[src/rtl/indexed_array_insert_remove_search_unit_defines.svh]
// assertion macros for the indexed array unit
`ifndef INDEXED_ARRAY_INSERT_REMOVE_SEARCH_UNIT_DEFINES_SVH
`define INDEXED_ARRAY_INSERT_REMOVE_SEARCH_UNIT_DEFINES_SVH

// same-cycle implication
`define IAIRS_ASSERT_SAME(lbl, ante, cons) \
  lbl: assert property (@(posedge clk) disable iff (rst) (ante) |-> (cons)) \
    else $error("indexed array check failed");

// next-cycle implication
`define IAIRS_ASSERT_NEXT(lbl, ante, cons) \
  lbl: assert property (@(posedge clk) disable iff (rst) (ante) |=> (cons)) \
    else $error("indexed array check failed");

`endif

[src/rtl/iairs_pkg.sv]
// shared constants, types and helpers for the indexed array unit
`default_nettype none

package iairs_pkg;

  localparam int CAPACITY = 32;
  localparam int ADDR_W   = $clog2(CAPACITY);
  localparam int CNT_W    = $clog2(CAPACITY + 1);

  localparam int OP_W   = 3;
  localparam int POS_W  = 6;
  localparam int WORD_W = 32;
  localparam int NLEN_W = 6;
  localparam int STAT_W = 2;
  localparam int MPOS_W = 5;
  localparam int MTOT_W = 6;
  localparam int CLEN_W = 6;

  localparam int CMP_W = (CNT_W > POS_W) ? CNT_W : POS_W;

  localparam int IN_TDATA_W  = 48;
  localparam int OUT_TDATA_W = 56;

  localparam logic [OP_W-1:0] OP_READ   = 3'd0;
  localparam logic [OP_W-1:0] OP_WRITE  = 3'd1;
  localparam logic [OP_W-1:0] OP_INSERT = 3'd2;
  localparam logic [OP_W-1:0] OP_REMOVE = 3'd3;
  localparam logic [OP_W-1:0] OP_FIND   = 3'd4;
  localparam logic [OP_W-1:0] OP_RESIZE = 3'd5;
  localparam logic [OP_W-1:0] OP_CLEAR  = 3'd6;

  localparam logic [STAT_W-1:0] ST_OK     = 2'd0;
  localparam logic [STAT_W-1:0] ST_RANGE  = 2'd1;
  localparam logic [STAT_W-1:0] ST_FULL   = 2'd2;
  localparam logic [STAT_W-1:0] ST_LENGTH = 2'd3;

  typedef logic [1:0] emit_kind_t;
  localparam emit_kind_t EM_PLAIN = 2'd0;
  localparam emit_kind_t EM_READ  = 2'd1;
  localparam emit_kind_t EM_MATCH = 2'd2;
  localparam emit_kind_t EM_LAST  = 2'd3;

  typedef struct packed {
    logic [3:0]        pad;
    logic [NLEN_W-1:0] new_length;
    logic [WORD_W-1:0] data_word;
    logic [POS_W-1:0]  position;
  } in_data_t;

  typedef struct packed {
    logic [3:0]        pad;
    logic [CLEN_W-1:0] current_length;
    logic [MTOT_W-1:0] match_total;
    logic              match_valid;
    logic [MPOS_W-1:0] match_position;
    logic [WORD_W-1:0] read_word;
    logic [STAT_W-1:0] status;
  } out_data_t;

  typedef struct packed {
    logic              load;
    logic              set_status;
    logic [STAT_W-1:0] status_code;
    logic              rd_pos;
    logic              wr_pos;
    logic              scan_init;
    logic              scan_step;
    logic              consume;
    logic              fill_inc;
    logic              fill_dec;
    logic              fill_clear;
    logic              fill_resize;
    logic              emit;
    emit_kind_t        emit_kind;
  } dp_cmd_t;

  typedef struct packed {
    logic [OP_W-1:0] op;
    logic            pos_lt_fill;
    logic            pos_le_fill;
    logic            full;
    logic            nlen_ok;
    logic            remain_zero;
    logic            rvalid;
    logic            match;
    logic            pend_valid;
    logic            out_free;
  } dp_stat_t;

  function automatic logic [5:0] sat6(input logic [CNT_W-1:0] v);
    logic [31:0] w;
    w = 32'(v);
    if (w > 32'd63) begin
      return 6'd63;
    end
    return 6'(v);
  endfunction

endpackage

`default_nettype wire

[src/rtl/iairs_dp.sv]
// datapath: element memory, length, scan counter, match tracking, output register
`default_nettype none

module iairs_dp
  import iairs_pkg::*;
(
  input  wire logic                   clk,
  input  wire logic                   rst,
  input  wire logic [IN_TDATA_W-1:0]  s_tdata,
  input  wire logic [OP_W-1:0]        s_tuser,
  output logic                        m_tvalid,
  input  wire logic                   m_tready,
  output logic [OUT_TDATA_W-1:0]      m_tdata,
  output logic                        m_tlast,
  input  wire dp_cmd_t                cmd,
  output dp_stat_t                    stat
);

  logic [WORD_W-1:0] mem [CAPACITY];

  in_data_t          in_d;
  logic [OP_W-1:0]   op_q;
  logic [POS_W-1:0]  pos_q;
  logic [WORD_W-1:0] word_q;
  logic [NLEN_W-1:0] nlen_q;
  logic [STAT_W-1:0] status_q;

  logic [CNT_W-1:0]  fill;
  logic [ADDR_W-1:0] scan_addr;
  logic [CNT_W-1:0]  remain;
  logic              rvalid;
  logic [ADDR_W-1:0] ridx;
  logic [WORD_W-1:0] rdata;
  logic              pend_valid;
  logic [ADDR_W-1:0] pend_pos;
  logic [CNT_W-1:0]  total;

  out_data_t         out_q;
  logic              out_last;
  out_data_t         out_next;
  logic              last_next;

  logic [CMP_W-1:0]  pos_w;
  logic [CMP_W-1:0]  fill_w;
  logic [CMP_W-1:0]  nlen_w;
  logic [CMP_W-1:0]  cap_w;

  logic [ADDR_W-1:0] init_addr;
  logic [CNT_W-1:0]  init_remain;

  logic              rd_en;
  logic [ADDR_W-1:0] rd_addr;
  logic              wr_en;
  logic [ADDR_W-1:0] wr_addr;
  logic [WORD_W-1:0] wr_data;
  logic              is_shift;
  logic              match;

  assign in_d   = in_data_t'(s_tdata);
  assign pos_w  = CMP_W'(pos_q);
  assign fill_w = CMP_W'(fill);
  assign nlen_w = CMP_W'(nlen_q);
  assign cap_w  = CMP_W'(CAPACITY);
  assign match  = (rdata == word_q);

  assign is_shift = (op_q == OP_INSERT) || (op_q == OP_REMOVE);

  // start point and length of the walk for each operation
  always_comb begin
    init_addr   = '0;
    init_remain = '0;
    case (op_q)
      OP_INSERT: begin
        init_addr   = ADDR_W'(fill_w - CMP_W'(1));
        init_remain = CNT_W'(fill_w - pos_w);
      end
      OP_REMOVE: begin
        init_addr   = ADDR_W'(pos_w + CMP_W'(1));
        init_remain = CNT_W'(fill_w - pos_w - CMP_W'(1));
      end
      OP_FIND: begin
        init_remain = fill;
      end
      OP_RESIZE: begin
        init_addr = ADDR_W'(fill_w);
        if (nlen_w > fill_w) begin
          init_remain = CNT_W'(nlen_w - fill_w);
        end
      end
      default: begin
        init_remain = '0;
      end
    endcase
  end

  // one read and one write port
  always_comb begin
    rd_en   = cmd.rd_pos || (cmd.scan_step && (op_q != OP_RESIZE));
    rd_addr = cmd.rd_pos ? ADDR_W'(pos_q) : scan_addr;

    wr_en   = 1'b0;
    wr_addr = ADDR_W'(pos_q);
    wr_data = word_q;
    if (cmd.wr_pos) begin
      wr_en = 1'b1;
    end else if (cmd.scan_step && (op_q == OP_RESIZE)) begin
      wr_en   = 1'b1;
      wr_addr = scan_addr;
      wr_data = '0;
    end else if (cmd.consume && is_shift) begin
      wr_en   = 1'b1;
      wr_data = rdata;
      // insert moves entries up, remove moves them down
      wr_addr = (op_q == OP_INSERT) ? ridx + 1'b1 : ridx - 1'b1;
    end
  end

  always_ff @(posedge clk) begin
    if (wr_en) begin
      mem[wr_addr] <= wr_data;
    end
    if (rd_en) begin
      rdata <= mem[rd_addr];
      ridx  <= rd_addr;
    end
  end

  always_ff @(posedge clk) begin
    if (cmd.load) begin
      op_q   <= s_tuser;
      pos_q  <= in_d.position;
      word_q <= in_d.data_word;
      nlen_q <= in_d.new_length;
    end
    if (cmd.scan_init) begin
      scan_addr <= init_addr;
      remain    <= init_remain;
    end else if (cmd.scan_step) begin
      scan_addr <= (op_q == OP_INSERT) ? scan_addr - 1'b1 : scan_addr + 1'b1;
      remain    <= remain - 1'b1;
    end
    if (cmd.consume && (op_q == OP_FIND) && match) begin
      pend_pos <= ridx;
    end
  end

  always_ff @(posedge clk) begin
    if (rst) begin
      fill       <= '0;
      rvalid     <= 1'b0;
      pend_valid <= 1'b0;
      total      <= '0;
      status_q   <= ST_OK;
    end else begin
      if (cmd.load) begin
        status_q <= ST_OK;
      end else if (cmd.set_status) begin
        status_q <= cmd.status_code;
      end

      if (cmd.fill_clear) begin
        fill <= '0;
      end else if (cmd.fill_resize) begin
        fill <= CNT_W'(nlen_w);
      end else if (cmd.fill_inc) begin
        fill <= fill + 1'b1;
      end else if (cmd.fill_dec) begin
        fill <= fill - 1'b1;
      end

      // a word left over from a read is dropped when the next item loads
      if (rd_en) begin
        rvalid <= 1'b1;
      end else if (cmd.consume || cmd.load) begin
        rvalid <= 1'b0;
      end

      if (cmd.scan_init) begin
        pend_valid <= 1'b0;
        total      <= '0;
      end else if (cmd.consume && (op_q == OP_FIND) && match) begin
        pend_valid <= 1'b1;
        total      <= total + 1'b1;
      end
    end
  end

  // output register, loads whenever the controller emits
  always_ff @(posedge clk) begin
    if (rst) begin
      m_tvalid <= 1'b0;
    end else if (cmd.emit) begin
      m_tvalid <= 1'b1;
    end else if (m_tready) begin
      m_tvalid <= 1'b0;
    end
  end

  always_comb begin
    out_next                = '0;
    out_next.status         = status_q;
    out_next.current_length = sat6(fill);
    last_next               = 1'b1;
    case (cmd.emit_kind)
      EM_READ: begin
        if (status_q == ST_OK) begin
          out_next.read_word = rdata;
        end
      end
      EM_MATCH: begin
        out_next.match_position = MPOS_W'(pend_pos);
        out_next.match_valid    = 1'b1;
        last_next               = 1'b0;
      end
      EM_LAST: begin
        if (pend_valid) begin
          out_next.match_position = MPOS_W'(pend_pos);
        end
        out_next.match_valid = pend_valid;
        out_next.match_total = sat6(total);
      end
      default: begin
        last_next = 1'b1;
      end
    endcase
  end

  always_ff @(posedge clk) begin
    if (cmd.emit) begin
      out_q    <= out_next;
      out_last <= last_next;
    end
  end

  assign m_tdata = OUT_TDATA_W'(out_q);
  assign m_tlast = out_last;

  always_comb begin
    stat.op          = op_q;
    stat.pos_lt_fill = pos_w < fill_w;
    stat.pos_le_fill = pos_w <= fill_w;
    stat.full        = fill_w == cap_w;
    stat.nlen_ok     = nlen_w <= cap_w;
    stat.remain_zero = (remain == '0);
    stat.rvalid      = rvalid;
    stat.match       = match;
    stat.pend_valid  = pend_valid;
    stat.out_free    = !m_tvalid || m_tready;
  end

endmodule

`default_nettype wire

[src/rtl/iairs_ctrl.sv]
// controller state machine sequencing each operation over the datapath
`default_nettype none

module iairs_ctrl
  import iairs_pkg::*;
(
  input  wire logic     clk,
  input  wire logic     rst,
  input  wire logic     s_tvalid,
  output logic          s_tready,
  output dp_cmd_t       cmd,
  input  wire dp_stat_t stat
);

  localparam logic [2:0] S_IDLE   = 3'd0;
  localparam logic [2:0] S_DECODE = 3'd1;
  localparam logic [2:0] S_SCAN   = 3'd2;
  localparam logic [2:0] S_FIND   = 3'd3;
  localparam logic [2:0] S_FEND   = 3'd4;
  localparam logic [2:0] S_EMIT   = 3'd5;

  logic [2:0] state;
  logic [2:0] state_next;
  logic       find_take;

  always_ff @(posedge clk) begin
    if (rst) begin
      state <= S_IDLE;
    end else begin
      state <= state_next;
    end
  end

  assign s_tready = (state == S_IDLE);

  // a match waits only if it would push out a pending one into a busy output
  assign find_take = stat.rvalid && (!stat.match || !stat.pend_valid || stat.out_free);

  always_comb begin
    cmd        = '0;
    state_next = state;
    unique case (state)
      S_IDLE: begin
        if (s_tvalid) begin
          cmd.load   = 1'b1;
          state_next = S_DECODE;
        end
      end

      S_DECODE: begin
        state_next = S_EMIT;
        unique case (stat.op)
          OP_READ: begin
            if (stat.pos_lt_fill) begin
              cmd.rd_pos = 1'b1;
            end else begin
              cmd.set_status  = 1'b1;
              cmd.status_code = ST_RANGE;
            end
          end
          OP_WRITE: begin
            if (stat.pos_lt_fill) begin
              cmd.wr_pos = 1'b1;
            end else begin
              cmd.set_status  = 1'b1;
              cmd.status_code = ST_RANGE;
            end
          end
          OP_INSERT: begin
            if (!stat.pos_le_fill) begin
              cmd.set_status  = 1'b1;
              cmd.status_code = ST_RANGE;
            end else if (stat.full) begin
              cmd.set_status  = 1'b1;
              cmd.status_code = ST_FULL;
            end else begin
              cmd.scan_init = 1'b1;
              state_next    = S_SCAN;
            end
          end
          OP_REMOVE: begin
            if (!stat.pos_lt_fill) begin
              cmd.set_status  = 1'b1;
              cmd.status_code = ST_RANGE;
            end else begin
              cmd.scan_init = 1'b1;
              state_next    = S_SCAN;
            end
          end
          OP_FIND: begin
            cmd.scan_init = 1'b1;
            state_next    = S_FIND;
          end
          OP_RESIZE: begin
            if (!stat.nlen_ok) begin
              cmd.set_status  = 1'b1;
              cmd.status_code = ST_LENGTH;
            end else begin
              cmd.scan_init = 1'b1;
              state_next    = S_SCAN;
            end
          end
          OP_CLEAR: begin
            cmd.fill_clear = 1'b1;
          end
          default: begin
            state_next = S_EMIT;
          end
        endcase
      end

      // shift entries or zero-fill growth, one entry per cycle
      S_SCAN: begin
        cmd.scan_step = !stat.remain_zero;
        cmd.consume   = stat.rvalid;
        if (stat.remain_zero && !stat.rvalid) begin
          state_next = S_EMIT;
          unique case (stat.op)
            OP_INSERT: begin
              cmd.wr_pos   = 1'b1;
              cmd.fill_inc = 1'b1;
            end
            OP_REMOVE: begin
              cmd.fill_dec = 1'b1;
            end
            OP_RESIZE: begin
              cmd.fill_resize = 1'b1;
            end
            default: begin
              state_next = S_EMIT;
            end
          endcase
        end
      end

      S_FIND: begin
        cmd.consume   = find_take;
        cmd.scan_step = !stat.remain_zero && (!stat.rvalid || find_take);
        if (find_take && stat.match && stat.pend_valid) begin
          cmd.emit      = 1'b1;
          cmd.emit_kind = EM_MATCH;
        end
        if (stat.remain_zero && !stat.rvalid) begin
          state_next = S_FEND;
        end
      end

      S_FEND: begin
        if (stat.out_free) begin
          cmd.emit      = 1'b1;
          cmd.emit_kind = EM_LAST;
          state_next    = S_IDLE;
        end
      end

      S_EMIT: begin
        if (stat.out_free) begin
          cmd.emit      = 1'b1;
          cmd.emit_kind = (stat.op == OP_READ) ? EM_READ : EM_PLAIN;
          state_next    = S_IDLE;
        end
      end

      default: begin
        state_next = S_IDLE;
      end
    endcase
  end

endmodule

`default_nettype wire

[src/rtl/indexed_array_insert_remove_search_unit.sv]
// top level of the indexed array unit with insert, remove and search
//
//   channel  dir  handshake          payload
//   s_*      in   tvalid / tready    tuser opcode, tdata position, data_word, new_length
//   m_*      out  tvalid / tready    tdata status .. current_length, tlast last_result
//
// read, write, clear and rejected items pass from accept through decode straight to emit
// insert shifts the entries from position to the end up, remove shifts those above it down
// find scans every entry up to the length; resize zero-fills any growth
// any output stall holds an operation; memory has one read and one write port
// synchronous reset empties the array at once; the next item is taken while a result waits
`default_nettype none
`include "indexed_array_insert_remove_search_unit_defines.svh"

module indexed_array_insert_remove_search_unit
  import iairs_pkg::*;
(
  input  wire logic                   clk,
  input  wire logic                   rst,
  input  wire logic                   s_tvalid,
  output logic                        s_tready,
  // position[5:0], data_word[37:6], new_length[43:38], zero pad
  input  wire logic [IN_TDATA_W-1:0]  s_tdata,
  // opcode[2:0]
  input  wire logic [OP_W-1:0]        s_tuser,
  output logic                        m_tvalid,
  input  wire logic                   m_tready,
  // status[1:0], read_word[33:2], match_position[38:34], match_valid[39],
  // match_total[45:40], current_length[51:46], zero pad
  output logic [OUT_TDATA_W-1:0]      m_tdata,
  output logic                        m_tlast
);

  dp_cmd_t   cmd;
  dp_stat_t  stat;
  out_data_t out_view;

  iairs_ctrl u_ctrl (
    .clk      (clk),
    .rst      (rst),
    .s_tvalid (s_tvalid),
    .s_tready (s_tready),
    .cmd      (cmd),
    .stat     (stat)
  );

  iairs_dp u_dp (
    .clk      (clk),
    .rst      (rst),
    .s_tdata  (s_tdata),
    .s_tuser  (s_tuser),
    .m_tvalid (m_tvalid),
    .m_tready (m_tready),
    .m_tdata  (m_tdata),
    .m_tlast  (m_tlast),
    .cmd      (cmd),
    .stat     (stat)
  );

  assign out_view = out_data_t'(m_tdata);

  `IAIRS_ASSERT_SAME(a_emit_into_free, cmd.emit, stat.out_free)
  `IAIRS_ASSERT_NEXT(a_busy_after_accept, s_tvalid && s_tready, !s_tready)
  `IAIRS_ASSERT_SAME(a_mid_find_is_match, m_tvalid && !m_tlast, out_view.match_valid)
  `IAIRS_ASSERT_SAME(a_length_bound, m_tvalid, 7'(out_view.current_length) <= 7'(CAPACITY))

endmodule

`default_nettype wire

[config.mk]
export PLATFORM = sky130hd
export DESIGN_NAME = indexed_array_insert_remove_search_unit
export DESIGN_NICKNAME = d
export VERILOG_FILES = /design/src/rtl/iairs_pkg.sv /design/src/rtl/iairs_dp.sv /design/src/rtl/iairs_ctrl.sv /design/src/rtl/indexed_array_insert_remove_search_unit.sv
export VERILOG_INCLUDE_DIRS = /design/src /design/src/rtl
export SDC_FILE = /design/constraint.sdc
export NUM_CORES = 2
export LEC_CHECK = 0
export BUFFER_PORTS_ARGS = -buffer_cell sky130_fd_sc_hd__buf_4
export CAP_MARGIN = 20
export CORE_ASPECT_RATIO = 1.25
export CORE_MARGIN = 4
export CORE_UTILIZATION = 45
export CTS_CLUSTER_DIAMETER = 30
export DETAILED_ROUTE_END_ITERATION = 7
export SETUP_SLACK_MARGIN = 0.4
export SLEW_MARGIN = 20
export SYNTH_ARGS = -nofsm -noshare
export SYNTH_HDL_FRONTEND = slang
export SYNTH_HIERARCHICAL = 1
export SYNTH_SLANG_ARGS = --single-unit
[constraint.sdc]
create_clock -name clk -period 5.4 [get_ports clk]
set_clock_uncertainty 0.2 [all_clocks]
set_input_delay 1.08 -clock clk [delete_from_list [all_inputs] [get_ports clk]]
set_output_delay 1.08 -clock clk [all_outputs]
set_load 0.005 [all_outputs]
# Word-level counts from Yosys, hierarchy flattened
# Memory sizes are Yosys's and may differ from the RTL's. A register that Yosys moved wholly into a read port is not among the register bits.
# Index checks and enable logic that the tools add are counted.
# word_totals
ff_bits	141
mem_count	1
ram_bits	1024
# op_classes
add_sub_neg	12
mux	74
n_reduce_logical	37
n_eq_ne	21
n_lt_le_gt_ge	4
# memory_table
name	words	width	read_ports	rd_ports_with_merged_regs	write_ports	line	rtl
u_dp.mem	32	32	1	1	1	iairs_dp.sv:19	logic [WORD_W-1:0] mem [CAPACITY];
# op_table
operator	count
$mux 32	3
$mux 3	15
$mux 5	9
$mux 6	6
$eq 32x32->1	1
$mux 1	28
$pmux 6 s4	1
$pmux 3 s3	2
$sub 6x1->6 const B	3
$add 5x1->5 const B	3
$eq 3x3->1 const B	5
$pmux 3 s5	1
$pmux 5 s3	1
$add 6x1->6 const B	2
$eq 3x2->1 const B	4
$pmux 3 s4	1
$pmux 6 s2	1
$sub 6x6->6	2
$logic_and 1x1->1	10
$sub 5x1->5 const B	2
$reduce_or 2->1	4
$logic_or 1x1->1	7
$eq 3x1->1 const B	2
$eq 6x6->1 const B	1
other kinds (23)	34

# Logic depth before layout (Yosys ltp)
# logic_depth
ltp_word	14
mapped_depth	23

# Modules after synthesis
# The synthesis kept the hierarchy.
# modules_own_cells
mod	seq_area_each_um2	cells_per_inst	instances	area_each_um2
iairs_dp	35684.2	3746	1	49563.8
iairs_ctrl	60.1	82	1	566.8

# Worst setup path before layout
# Ideal clock, no wire load.
# synth_timing
kind	register to register
start	reg u_dp.fill[0]
end	mem u_dp.mem[10][0] (enable)
slack_ps	123
setup_time_ps	421
t_arrival_ps	4656
stages_incl_launch_ff	19
synth_period_minus_slack_ps	5277
cell_sequence	dfxtp_1 -> clkbuf_1 -> inv_1 -> ha_1 -> fa_1 -> nand2b_1 -> a21oi_1 -> nand2_1 -> nand2_1 -> a21oi_1 -> nor2_1 -> a32oi_1 -> nor2_1 -> clkbuf_1 -> nor3b_1 -> a21oi_1 -> o31ai_1 -> clkbuf_1 -> nor2_1
# synth_rtl
element	line	rtl
start, declared	iairs_dp.sv:28	logic [CNT_W-1:0] fill;
start signal, assigned	iairs_dp.sv:164	fill <= CNT_W'(nlen_w);
start signal, assigned	iairs_dp.sv:166	fill <= fill + 1'b1;
start signal, assigned	iairs_dp.sv:168	fill <= fill - 1'b1;
end, declared	iairs_dp.sv:19	

==> impl_metrics.tcl <==
set metrics [dict create \
    outcome "finished clean" \
    postCtsHoldBufs 0 \
    synth_ff_type "edfxtp_1" \
    grt_usage_pct 23.86 \
    path_max_fanout 47 \
    setup_tns_ps 0 \
    vias 33409 \
    layoutNonFillerInstCount 5820 \
    final_antenna_net_count 0 \
    clock-sinks 1197 \
    required_ps 5750 \
    cts_root_buffer "clkbuf_16" \
    dr.pass1.iters 6 \
    antenna_found_initial 0 \
    syn_area_per_cell_sq_um 13.10 \
    arrival_ps 5230 \
    syn_to_final_growth_pct 23.56 \
    setup_viol 0 \
    drt_iter0_markers 3308 \
    place.port_buffers 105 \
    grt_pass1_wl_um 209000 \
    rsz0062_at_grt "true" \
    cp.buffers_inverters 8 \
    period_minus_slack_ps 4882 \
    irDropWorstVdd_mv 0.5780 \
    cpMostUsedCell "buf_4" \
    seq_area_sq_um 35740 \
    met3_usage_pct 4.576 \
    final_layout_size_suffix_gt1_share_pct 19.84 \
    p_per_area_nw_per_um2 493.8 \
    row_count 136 \
    power_mw 30.59 \
    die_y_um 381.2 \
    wl_per_cell_um 24.66 \
    cp-start-kind "flip-flop" \
    io_pins 114 \
    p_leak_nw 21.88 \
    htree_levels 4 \
    grt_pass1_vias 32587 \
    synth_cell_type_count 75 \
    remaining_drc_errors 0 \
    core-area_sq_um 110300 \
    cap_violations 0 \
    dp_cells 5448 \
    post-route-util_pct 56.18 \
    yosys-top-cells-area "edfxtp_1 (71%), nand2_1 (5.9%), a21oi_1 (2.2%), nand2b_1 (2.1%), and3_1 (1.4%)" \
    tightest_slew_ps 1028 \
    cts_tree "built" \
    finalHoldViolCount 0 \
    fill_cells 8742 \
    drv_slew 0 \
    synth_most_common_cell "edfxtp_1" \
    gp_congestion 0.8821 \
    pre_cts_ws_ps 292.3 \
    synth_top_area_share_pct 70.50 \
    overflow 0 \
    ys_seq_elements 1197 \
    synth_top_cell_by_area "edfxtp_1" \
    crit_family "buffers and inverters" \
    grt_start_max_net_pins 85 \
    dp_hpwl_um 89700 \
    setup_ws_ps 518.4 \
    hold_slack_ps 257.0 \
    crit_start "u_dp/pos_q[0]$_DFFE_PP_" \
    via_per_inst 5.740 \
    cts_buffers 184 \
    fin_nets 4298 \
    grt_util_met1_pct 30.32 \
    hold_class "in -> reg" \
    cp_slowest_cell "o22ai_1" \
    synth_area_sq_um 50130 \
    reg2reg_from "u_dp/pos_q[0]$_DFFE_PP_" \
    wirelength_um 143500 \
    slowest_delay_ps 430 \
    final_area_sq_um 61940 \
    endpoint_kind "flip-flop" \
    grt_use_met2_pct 40.98 \
    crit_type "reg -> reg" \
    fmax_mhz 204.9 \
    worstPathCellList "ha_2 > fa_2 > nand2b_4 > a21oi_2 > nand2_1 > nand2_1 > a21oi_1 > nor2_1 > buf_4 > nand2_1 > nor4_2 > buf_4 > buf_4 > mux2i_4 > buf_4 > buf_12 > buf_12 > buf_12 > a31oi_1 > o22ai_1 > nor4_2 > buf_4" \
    clock_latency_ps 800 \
    hp-start "s_tdata[27]" \
    slew_headroom_pct 31.33 \
    multi_input_comb_area_sq_um 13690 \
    seq_area_frac_synth_pct 71.30 \
    start_util_pct 45.46 \
    synthTopCellsByCount "edfxtp_1 (1,177), nand2_1 (788), a21oi_1 (217)" \
    grt-busiest-layer "met2" \
    clk_path_buf_depth 3 \
    fp.dieArea_sq_um 116800 \
    syn_inst 3828 \
    synth_edf_count 1177 \
    n_antenna_cell 0 \
    async_flop_share_pct 0 \
    timing.final.crit_share_pct 90.40 \
    yosys_warnings 6 \
    dpl_cell_area_sq_um 55100 \
    clk_pin_slew_ps 60 \
    die_w_um 306.5 \
]
-- layout make-up --
type | instances | share of cell area (%)
tap | 1449 | 2.927
inverter | 36 | 0.2848
timing repair buffer | 432 | 6.763
timing repair inverter | 2 | 0.03232
clock buffer | 207 | 7.708
clock inverter | 136 | 2.487
sequential | 1197 | 57.70
multi-input combinational | 2361 | 22.09
-- sequential cells by signal, summed over array words and instances, names as in the netlist, 6 cells and up --
| name | cells |
|---|---|
| u_dp/mem | 1024 |
| u_dp/rdata | 32 |
| u_dp/pos_q | 6 |
| u_dp/m_tdata | 52 |
| u_dp/word_q | 32 |
| u_dp/remain | 6 |
| u_dp/fill | 6 |
| u_dp/total | 6 |
| u_dp/nlen_q | 6 |
-- where the power goes --
part,internal [mW],switching [mW]
sequential,11.2,0.335
clock,7.53,4.35
combinational,2.64,4.53
-- what timing repair did --
| item | 4_1_cts | 5_1_grt |
|---|---|---|
| pin swaps | 0 | 8 |
| gates cloned | 0 | 5 |
| resized for setup | 3 | 42 |
| buffers inserted | 0 | 24 |
| setup endpoints to repair | 3 | 288 |
-- logic make-up after synthesis --
| logic type | after synthesis | share of synthesized area, % |
|---|---|---|
| flip-flops | 1197 | 71.30 |
| multiplexers | 42 | 1.138 |
| adder cells (fa/ha/maj) | 29 | 0.7837 |
| XOR/XNOR | 58 | 1.013 |
| other | 1 | 0.007480 |
| buffers and inverters | 273 | 2.438 |
| AND/OR/NAND/NOR | 1540 | 14.17 |
| AO/OA/AOI/OAI | 688 | 9.142 |
-- final timing paths --
path | to | slack (ps) | depth (start not counted)
hold reg to reg | u_dp/total[5]$_SDFFE_PP0P_ | 290 | 2
hold / removal | u_dp/word_q[21]$_DFFE_PP_ | 260 | 1
setup reg to reg | u_dp/rdata[17]$_DFFE_PP_ | 520 | 22
setup / recovery | u_dp/rdata[17]$_DFFE_PP_ | 520 | 22
-- cells in the final DEF (no fill, tap or decap), drive strengths merged, types with 26 or more instances in the layout --
master / n
edfxtp: 1177
nand2: 788
buf: 429
a21oi: 217
clkbuf: 210
nor2: 188
nand2b: 166
and3: 115
a31oi: 107
o22ai: 91
a22oi: 77
clkinv: 76
nor4: 61
inv: 59
nor3: 55
nand3: 55
xnor2: 49
and2: 45
a21o: 31
a2111oi: 31
o221a: 28
mux2i: 28
o21ai: 26
-- layer usage --
metal,wire length [um],share of wire (%)
met4,4610,3.2
met2,72260,50
met3,9888,6.9
met5,0,0
met1,56760,40
Note: power is estimated with default switching activity, not from simulation.
